**src/hdl/bspq_pkg.sv**
```systemverilog
// Shared types and constants for the bounded stable priority queue.
// Used by every module of the block; depends on nothing.
`timescale 1ns / 1ps

package bspq_pkg;

    // Storage geometry
    localparam int CAPACITY = 16;
    localparam int IDX_W    = 4;
    localparam int CNT_W    = 5;
    localparam int ID_W     = 16;
    localparam int LVL_W    = 8;

    // Two-slot item queues on both sides of the engine
    localparam int QPTR_W = 1;
    localparam int QCNT_W = 2;
    localparam logic [QCNT_W-1:0] QUEUE_DEPTH = 2'd2;

    // Operation codes
    localparam logic [1:0] OP_INSERT = 2'd0;
    localparam logic [1:0] OP_REMOVE = 2'd1;
    localparam logic [1:0] OP_SEARCH = 2'd2;
    localparam logic [1:0] OP_PEEK   = 2'd3;

    localparam logic [CNT_W-1:0] RESET_MAX_ENTRIES = 5'd15;

    typedef struct packed {
        logic [1:0]       op;
        logic [ID_W-1:0]  item_id;
        logic [LVL_W-1:0] level;
    } bspq_in_t;

    typedef struct packed {
        logic             ok;
        logic [ID_W-1:0]  head_id;
        logic [LVL_W-1:0] head_level;
        logic             found;
        logic [CNT_W-1:0] count;
        logic             full_res;
    } bspq_out_t;

    // Decoded operation, one bit per kind
    typedef struct packed {
        logic ins;
        logic rem;
        logic find;
        logic peek;
    } bspq_kind_t;

    typedef struct packed {
        bspq_kind_t       kind;
        logic [ID_W-1:0]  item_id;
        logic [LVL_W-1:0] level;
    } bspq_req_t;

    // Engine status seen by the top level
    typedef struct packed {
        logic             busy;
        logic [CNT_W-1:0] count;
    } bspq_stat_t;

endpackage

```
**src/hdl/bspq_front.sv**
```systemverilog
// Front end: two-slot request queue that decodes each item's operation.
// Depends on bspq_pkg.
`timescale 1ns / 1ps

module bspq_front (
    input  logic               clk,
    input  logic               rst_n,
    input  logic               push,
    output logic               full,
    input  bspq_pkg::bspq_in_t req_in,
    output logic               req_valid,
    output bspq_pkg::bspq_req_t req,
    input  logic               take
);

    bspq_pkg::bspq_req_t                slots_reg [2];
    logic [bspq_pkg::QPTR_W-1:0]        wr_ptr_reg, wr_ptr_next;
    logic [bspq_pkg::QPTR_W-1:0]        rd_ptr_reg, rd_ptr_next;
    logic [bspq_pkg::QCNT_W-1:0]        fill_reg, fill_next;
    bspq_pkg::bspq_req_t                decoded;
    logic                               wr_en;
    logic                               rd_en;

    // Classify the incoming operation
    always_comb
    begin
        decoded.kind    = '0;
        decoded.item_id = req_in.item_id;
        decoded.level   = req_in.level;
        case (req_in.op)
            bspq_pkg::OP_INSERT: decoded.kind.ins  = 1'b1;
            bspq_pkg::OP_REMOVE: decoded.kind.rem  = 1'b1;
            bspq_pkg::OP_SEARCH: decoded.kind.find = 1'b1;
            bspq_pkg::OP_PEEK:   decoded.kind.peek = 1'b1;
            default:             decoded.kind.peek = 1'b1;
        endcase
    end

    assign full      = (fill_reg == bspq_pkg::QUEUE_DEPTH);
    assign req_valid = (fill_reg != '0);
    assign req       = slots_reg[rd_ptr_reg];
    assign wr_en     = push && !full;
    assign rd_en     = take && req_valid;

    // Advance pointers and fill level
    always_comb
    begin
        wr_ptr_next = wr_en ? wr_ptr_reg + 1'b1 : wr_ptr_reg;
        rd_ptr_next = rd_en ? rd_ptr_reg + 1'b1 : rd_ptr_reg;
        fill_next   = fill_reg;
        if (wr_en && !rd_en)
        begin
            fill_next = fill_reg + 1'b1;
        end
        else if (rd_en && !wr_en)
        begin
            fill_next = fill_reg - 1'b1;
        end
    end

    always_ff @(posedge clk or negedge rst_n)
    begin
        if (!rst_n)
        begin
            wr_ptr_reg <= '0;
            rd_ptr_reg <= '0;
            fill_reg   <= '0;
        end
        else
        begin
            wr_ptr_reg <= wr_ptr_next;
            rd_ptr_reg <= rd_ptr_next;
            fill_reg   <= fill_next;
        end
    end

    // Hold the decoded item in its slot
    always_ff @(posedge clk)
    begin
        if (wr_en)
        begin
            slots_reg[wr_ptr_reg] <= decoded;
        end
    end

endmodule

```
**src/hdl/bspq_back.sv**
```systemverilog
// Back end: sorted entry row and the scan engine that carries out each operation.
// Depends on bspq_pkg.
`timescale 1ns / 1ps

module bspq_back (
    input  logic                           clk,
    input  logic                           rst_n,
    input  logic                           req_valid,
    input  bspq_pkg::bspq_req_t            req,
    output logic                           take,
    input  logic [bspq_pkg::CNT_W-1:0]     max_entries,
    input  logic                           res_space,
    output logic                           res_push,
    output bspq_pkg::bspq_out_t            res,
    output bspq_pkg::bspq_stat_t           stat
);

    localparam logic [1:0] S_IDLE   = 2'd0;
    localparam logic [1:0] S_INSERT = 2'd1;
    localparam logic [1:0] S_SEARCH = 2'd2;

    localparam logic [bspq_pkg::CNT_W-1:0] CAP_CNT = bspq_pkg::CNT_W'(bspq_pkg::CAPACITY);

    logic [1:0]                       state_reg, state_next;
    logic [bspq_pkg::CNT_W-1:0]       idx_reg, idx_next;
    logic [bspq_pkg::CNT_W-1:0]       count_reg, count_next;
    logic [bspq_pkg::ID_W-1:0]        cur_id_reg;
    logic [bspq_pkg::LVL_W-1:0]       cur_lvl_reg;
    logic [bspq_pkg::ID_W-1:0]        ids_reg  [bspq_pkg::CAPACITY];
    logic [bspq_pkg::LVL_W-1:0]       lvls_reg [bspq_pkg::CAPACITY];
    logic [bspq_pkg::CNT_W-1:0]       limit;
    logic [bspq_pkg::CNT_W-1:0]       idx_plus;
    logic [bspq_pkg::IDX_W-1:0]       scan_pos;
    logic [bspq_pkg::ID_W-1:0]        scan_id;
    logic [bspq_pkg::LVL_W-1:0]       scan_lvl;
    logic                             do_insert;
    logic                             do_remove;

    // Clamp the limit to the row size
    assign limit    = (max_entries > CAP_CNT) ? CAP_CNT : max_entries;
    assign idx_plus = idx_reg + bspq_pkg::CNT_W'(1);
    assign scan_pos = idx_reg[bspq_pkg::IDX_W-1:0];
    assign scan_id  = ids_reg[scan_pos];
    assign scan_lvl = lvls_reg[scan_pos];

    assign stat.busy  = (state_reg != S_IDLE);
    assign stat.count = count_reg;

    // Step the engine one entry per cycle
    always_comb
    begin
        state_next = state_reg;
        idx_next   = idx_reg;
        count_next = count_reg;
        take       = 1'b0;
        res_push   = 1'b0;
        do_insert  = 1'b0;
        do_remove  = 1'b0;
        res        = '0;
        case (state_reg)
            S_IDLE:
            begin
                if (req_valid && res_space)
                begin
                    take     = 1'b1;
                    idx_next = '0;
                    if (req.kind.ins)
                    begin
                        if (count_reg < limit)
                        begin
                            state_next = S_INSERT;
                        end
                        else
                        begin
                            res_push = 1'b1;
                        end
                    end
                    else if (req.kind.rem)
                    begin
                        res_push = 1'b1;
                        if (count_reg != '0)
                        begin
                            res.ok         = 1'b1;
                            res.head_id    = ids_reg[0];
                            res.head_level = lvls_reg[0];
                            do_remove      = 1'b1;
                            count_next     = count_reg - bspq_pkg::CNT_W'(1);
                        end
                    end
                    else if (req.kind.find)
                    begin
                        if (count_reg == '0)
                        begin
                            res_push = 1'b1;
                        end
                        else
                        begin
                            state_next = S_SEARCH;
                        end
                    end
                    else
                    begin
                        res_push = 1'b1;
                        if (count_reg != '0)
                        begin
                            res.head_level = lvls_reg[0];
                        end
                    end
                end
            end
            S_INSERT:
            begin
                // Walk past entries of lower or equal level, then open a slot
                if (idx_reg < count_reg && scan_lvl <= cur_lvl_reg)
                begin
                    idx_next = idx_plus;
                end
                else
                begin
                    do_insert  = 1'b1;
                    count_next = count_reg + bspq_pkg::CNT_W'(1);
                    res_push   = 1'b1;
                    res.ok     = 1'b1;
                    state_next = S_IDLE;
                end
            end
            S_SEARCH:
            begin
                if (scan_id == cur_id_reg)
                begin
                    res_push   = 1'b1;
                    res.found  = 1'b1;
                    state_next = S_IDLE;
                end
                else if (idx_plus == count_reg)
                begin
                    res_push   = 1'b1;
                    state_next = S_IDLE;
                end
                else
                begin
                    idx_next = idx_plus;
                end
            end
            default:
            begin
                state_next = S_IDLE;
            end
        endcase
        res.count    = count_next;
        res.full_res = (count_next >= limit);
    end

    always_ff @(posedge clk or negedge rst_n)
    begin
        if (!rst_n)
        begin
            state_reg <= S_IDLE;
            idx_reg   <= '0;
            count_reg <= '0;
        end
        else
        begin
            state_reg <= state_next;
            idx_reg   <= idx_next;
            count_reg <= count_next;
        end
    end

    // Latch the operands and shift the entry row
    always_ff @(posedge clk)
    begin
        if (take)
        begin
            cur_id_reg  <= req.item_id;
            cur_lvl_reg <= req.level;
        end
        if (do_remove)
        begin
            for (int i = 0; i < bspq_pkg::CAPACITY - 1; i++)
            begin
                ids_reg[i]  <= ids_reg[i + 1];
                lvls_reg[i] <= lvls_reg[i + 1];
            end
        end
        else if (do_insert)
        begin
            for (int i = 1; i < bspq_pkg::CAPACITY; i++)
            begin
                if (bspq_pkg::CNT_W'(i) > idx_reg)
                begin
                    ids_reg[i]  <= ids_reg[i - 1];
                    lvls_reg[i] <= lvls_reg[i - 1];
                end
            end
            ids_reg[scan_pos]  <= cur_id_reg;
            lvls_reg[scan_pos] <= cur_lvl_reg;
        end
    end

endmodule

```
**src/hdl/bspq_out.sv**
```systemverilog
// Result side: two-slot queue that holds finished results until popped.
// Depends on bspq_pkg.
`timescale 1ns / 1ps

module bspq_out (
    input  logic                clk,
    input  logic                rst_n,
    input  logic                res_push,
    input  bspq_pkg::bspq_out_t res,
    output logic                res_full,
    output logic                empty,
    input  logic                pop,
    output bspq_pkg::bspq_out_t rsp
);

    bspq_pkg::bspq_out_t             slots_reg [2];
    logic [bspq_pkg::QPTR_W-1:0]     wr_ptr_reg, wr_ptr_next;
    logic [bspq_pkg::QPTR_W-1:0]     rd_ptr_reg, rd_ptr_next;
    logic [bspq_pkg::QCNT_W-1:0]     fill_reg, fill_next;
    logic                            wr_en;
    logic                            rd_en;

    assign res_full = (fill_reg == bspq_pkg::QUEUE_DEPTH);
    assign empty    = (fill_reg == '0);
    assign rsp      = slots_reg[rd_ptr_reg];
    assign wr_en    = res_push && !res_full;
    assign rd_en    = pop && !empty;

    // Advance pointers and fill level
    always_comb
    begin
        wr_ptr_next = wr_en ? wr_ptr_reg + 1'b1 : wr_ptr_reg;
        rd_ptr_next = rd_en ? rd_ptr_reg + 1'b1 : rd_ptr_reg;
        fill_next   = fill_reg;
        if (wr_en && !rd_en)
        begin
            fill_next = fill_reg + 1'b1;
        end
        else if (rd_en && !wr_en)
        begin
            fill_next = fill_reg - 1'b1;
        end
    end

    always_ff @(posedge clk or negedge rst_n)
    begin
        if (!rst_n)
        begin
            wr_ptr_reg <= '0;
            rd_ptr_reg <= '0;
            fill_reg   <= '0;
        end
        else
        begin
            wr_ptr_reg <= wr_ptr_next;
            rd_ptr_reg <= rd_ptr_next;
            fill_reg   <= fill_next;
        end
    end

    // Hold each result in its slot
    always_ff @(posedge clk)
    begin
        if (wr_en)
        begin
            slots_reg[wr_ptr_reg] <= res;
        end
    end

endmodule

```
**src/hdl/bounded_stable_priority_queue.sv**
```systemverilog
// Top level of the bounded stable priority queue: limit register, front queue,
// scan engine and result queue. Depends on bspq_pkg, bspq_front, bspq_back, bspq_out.
`timescale 1ns / 1ps

// Usage
//   Requests enter through push/full with the req struct (op, item_id, level);
//   an item is taken at a clock edge with push high and full low. Results
//   leave through empty/pop on the rsp struct; the oldest result sits on rsp
//   while empty is low and is taken at an edge with pop high.
//   cfg_we/cfg_wdata write max_entries (reset 15, values above 16 act as 16);
//   write it only while no request is in flight.
//   Remove, peek, a refused insert and a search of an empty queue have their
//   result pushed to the result queue as the engine takes them. An insert
//   first walks past the held entries of lower or equal level (at most 15);
//   a search walks up to the first match or to the last held entry.
//   The scan engine steps one entry per cycle and works on one item at a
//   time, so it takes no new item until the result of the last is pushed.
//   Two requests can wait in the front queue and two results in the result
//   queue; when the receiver stalls the engine stops taking items once the
//   result queue is full, and full rises when the front queue fills.
//   Reset empties both queues and the queue itself and restores the limit.
module bounded_stable_priority_queue (
    input  logic                       clk,
    input  logic                       rst_n,
    input  logic                       push,
    output logic                       full,
    input  bspq_pkg::bspq_in_t         req,
    output logic                       empty,
    input  logic                       pop,
    output bspq_pkg::bspq_out_t        rsp,
    input  logic                       cfg_we,
    input  logic [bspq_pkg::CNT_W-1:0] cfg_wdata
);

    logic [bspq_pkg::CNT_W-1:0] max_entries_reg, max_entries_next;
    logic                       req_valid;
    bspq_pkg::bspq_req_t        req_dec;
    logic                       take;
    logic                       res_push;
    bspq_pkg::bspq_out_t        res;
    logic                       res_full;
    bspq_pkg::bspq_stat_t       stat;

    // Limit register
    assign max_entries_next = cfg_we ? cfg_wdata : max_entries_reg;

    always_ff @(posedge clk or negedge rst_n)
    begin
        if (!rst_n)
        begin
            max_entries_reg <= bspq_pkg::RESET_MAX_ENTRIES;
        end
        else
        begin
            max_entries_reg <= max_entries_next;
        end
    end

    bspq_front u_front (
        .clk       (clk),
        .rst_n     (rst_n),
        .push      (push),
        .full      (full),
        .req_in    (req),
        .req_valid (req_valid),
        .req       (req_dec),
        .take      (take)
    );

    bspq_back u_back (
        .clk         (clk),
        .rst_n       (rst_n),
        .req_valid   (req_valid),
        .req         (req_dec),
        .take        (take),
        .max_entries (max_entries_reg),
        .res_space   (!res_full),
        .res_push    (res_push),
        .res         (res),
        .stat        (stat)
    );

    bspq_out u_out (
        .clk      (clk),
        .rst_n    (rst_n),
        .res_push (res_push),
        .res      (res),
        .res_full (res_full),
        .empty    (empty),
        .pop      (pop),
        .rsp      (rsp)
    );

    // The held count never exceeds the row size
    a_count_bound: assert property (@(posedge clk) disable iff (!rst_n)
        stat.count <= bspq_pkg::CNT_W'(bspq_pkg::CAPACITY))
        else $error("entry count above capacity");

    // A result is only produced when the result queue has room
    a_res_room: assert property (@(posedge clk) disable iff (!rst_n)
        res_push |-> !res_full)
        else $error("result pushed into a full result queue");

    // The engine takes a new item only when idle
    a_take_idle: assert property (@(posedge clk) disable iff (!rst_n)
        take |-> !stat.busy)
        else $error("item taken while engine busy");

    // The count moves by at most one per cycle
    a_count_step: assert property (@(posedge clk) disable iff (!rst_n)
        ##1 (stat.count == $past(stat.count)
            || stat.count == $past(stat.count) + bspq_pkg::CNT_W'(1)
            || stat.count == $past(stat.count) - bspq_pkg::CNT_W'(1)))
        else $error("entry count jumped");

endmodule
```
**config.mk**
```make
export PLATFORM = sky130hd
export DESIGN_NAME = bounded_stable_priority_queue
export DESIGN_NICKNAME = d
export VERILOG_FILES = /design/src/hdl/bspq_pkg.sv /design/src/hdl/bspq_front.sv /design/src/hdl/bspq_back.sv /design/src/hdl/bspq_out.sv /design/src/hdl/bounded_stable_priority_queue.sv
export SDC_FILE = /design/constraint.sdc
export NUM_CORES = 1
export LEC_CHECK = 0
export ABC_AREA = 1
export BUFFER_PORTS_ARGS = -buffer_cell sky130_fd_sc_hd__buf_2
export CORE_UTILIZATION = 40
export DETAILED_ROUTE_END_ITERATION = 16
export HOLD_SLACK_MARGIN = 0.1
export MAX_ROUTING_LAYER = met4
export PLACE_DENSITY_LB_ADDON = 0.1
export SYNTH_ARGS = -nofsm -noshare
export SYNTH_HDL_FRONTEND = slang
export SYNTH_HIERARCHICAL = 1
export SYNTH_SLANG_ARGS = --single-unit
export TNS_END_PERCENT = 30
```
**constraint.sdc**
```tcl
create_clock -name clk -period 14.1 [get_ports clk]
set_input_delay 2.82 -clock clk [delete_from_list [all_inputs] [get_ports clk]]
set_output_delay 2.82 -clock clk [all_outputs]
set_load 0.01 [all_outputs]
```
==> impl_metrics.tcl <==
set metrics [dict create \
    hold_viol 0 \
    place.gp.congestion 0.957 \
    slew_headroom 0.277 \
    crit_fanout 57 \
    overflow 0 \
    multi_input_area_mm2 0.0123 \
    io_pins 70 \
    grt_pass1_wl_mm 158 \
    wl_mm 104 \
    initialDrtViolationCount 2401 \
    cellPowerDensity_mw_per_mm2 264 \
    worstMarginPinSlew_ns 1.08 \
    wl_per_cell_um 21.2 \
    io_buffer_count 69 \
    max_freq_ghz 0.134 \
    final-setup-viol-count 0 \
    num_vias 26600 \
    ant_nets 0 \
    drive_gt1_frac 0.0726 \
    swShare 0.442 \
    period_needed_ns 7.46 \
    setup_ws_ns 6.64 \
    cp_common_cell "buf_4" \
    crit_arrival_ns 7.72 \
    n_antenna_cell 0 \
    die_h_um 285 \
    fin_skew_ns 0.0274 \
    regArea_mm2 0.0164 \
    grt_max_degree 85 \
    fp-row-count 103 \
    cts_tree "done" \
    initial_core_util 0.404 \
    use_met3 0.0314 \
    ir_worst_vdd_mv 0.206 \
    first_pass_iters 8 \
    clk_pin_slew_ns 0.06 \
    slowest_delay_ns 0.81 \
    worstHoldPathType "reg -> reg" \
    clock_latency_ns 0.62 \
    avgViaCountPerCell 5.43 \
    fin_setup_tns_ns 0 \
    p_switching_w 0.00405 \
    worstSetupPathType "reg -> reg" \
    place_hpwl_mm 72.9 \
    cellLeakagePower_nw 15.2 \
    rsz0062_at_grt "false" \
    clock_sinks 551 \
    utilization 0.439 \
    top_usage_layer "met2" \
    fin_crit_sh 0.529 \
    place_ws_ns 6.82 \
    cts_resized 0 \
    cts_made_buffers 68 \
    nets 3865 \
    largest_reg_flops 256 \
    grt_pass1_vias 25900 \
    cts_hold_buf 0 \
    use_met1 0.315 \
    seq_power_share 0.383 \
    drc 0 \
    synthToLayoutAreaGrowth_pct 8.72 \
    root_buffer "clkbuf_16" \
    grtUsageMet2 0.442 \
    ys_warn_count 6 \
    pwr-share-clk 0.180 \
    syn_area_per_cell_um2 8.25 \
    internal_power_w 0.00512 \
    htreeDepth 3 \
    synth_nets 3939 \
    start_kind "flip-flop" \
    track_usage 0.262 \
    final-max-slew-violation-count 0 \
    core_mm2 0.0790 \
    crit_chain "inv_6 > nor2_8 > inv_1 > o21ai_0 > a211oi_1 > o32ai_1 > ha_1 > nand2_1 > nor2_1 > nand2_1 > o211ai_2 > o21ai_2 > nand2_2 > nand2_4 > nor2_8 > buf_4 > buf_4 > nand2_1 > buf_4 > nand3_1 > buf_4" \
    cts_buffer_depth 3 \
    crit_required_ns 14.36 \
    post_cts_buffers 0 \
    synthCells 3869 \
    crit_slowest_cell "dfrtp_1" \
    max_cap_viol_count 0 \
    antenna_found_initial 0 \
    die_x_um 285 \
    syn-cell-area_mm2 0.0319 \
    comb_power_share 0.437 \
    n_fill_cell 8007 \
    end_kind "flip-flop" \
    dieArea_mm2 0.0809 \
    run_status "finished clean" \
]
[worst max-delay path: cells and delay by family, from the launching register on]
kind	cells	cell delay [ns]
compound gates	5	0.98
fa+ha+maj	1	0.18
simple gates	9	2.35
flops	1	0.81
buf+inv	6	2.63
[routing by layer]
layer  vias to the layer above  routed length [um]
li1                      12800                   -
met1                     12700               42600
met2                       807               51300
met3                       231                4980
met4                         0                4880
met5                         -                   0
[layout make-up]
type	instances	area share
flip-flops and latches	551	0.473
multi-input cells	2563	0.355
well taps	1050	0.0379
repair buffers	124	0.0218
clock inverters	25	0.00508
inverters	487	0.0530
clock buffers	93	0.0542
[cell usage in the layout (no fill, tap or decap), types with 12 or more instances in the layout]
| cell type | count |
|---|---|
| nand3_1 | 458 |
| edfxtp_1 | 526 |
| o211ai_1 | 120 |
| clkinv_1 | 12 |
| clkbuf_16 | 72 |
| nor2_1 | 73 |
| o22ai_1 | 41 |
| ha_1 | 34 |
| inv_1 | 472 |
| o21ai_0 | 373 |
| buf_2 | 69 |
| nor3_1 | 14 |
| o21ai_1 | 83 |
| buf_4 | 55 |
| nand3b_1 | 23 |
| dfrtp_1 | 20 |
| a21oi_1 | 25 |
| clkbuf_1 | 21 |
| nand2_1 | 1207 |
| a211oi_1 | 23 |
[worst paths after layout]
kind,start,to,slack (ns),depth (start not counted)
max,u_back/idx_reg[2],u_back/ids_reg[4][9],6.64,21
min,max_entries_reg[2],max_entries_reg[2],0.47,2
max reg2reg,u_back/idx_reg[2],u_back/ids_reg[4][9],6.64,21
min reg2reg,max_entries_reg[2],max_entries_reg[2],0.47,2
max in group asynchronous,rst_n,u_back/idx_reg[0],11.40,1
min in group asynchronous,rst_n,u_out/rd_ptr_reg,2.22,1
[per-stage QoR]
step	power (W)	hold slack (ns)	instances	instance area, um^2
3_3_place_gp	0.00751	0.457	4775	32700
2_1_floorplan	0.00615	0.442	3869	31900
6_report	0.00917	0.472	4893	34700
3_5_place_dp	0.00754	0.468	4775	32700
4_1_cts	0.00922	0.477	4893	34700
5_1_grt	0.00984	0.493	4893	34700
[power groups by stage]
stage               registers [W]  clock network (W)  logic [W]
floorplan                 0.00329                  0    0.00287
global route              0.00357            0.00175    0.00452
finish                    0.00351            0.00165    0.00401
global placement          0.00353                  0    0.00399
detailed placement        0.00353                  0    0.00402
CTS                       0.00350            0.00169    0.00403
Power figures use the tool's default switching activity.
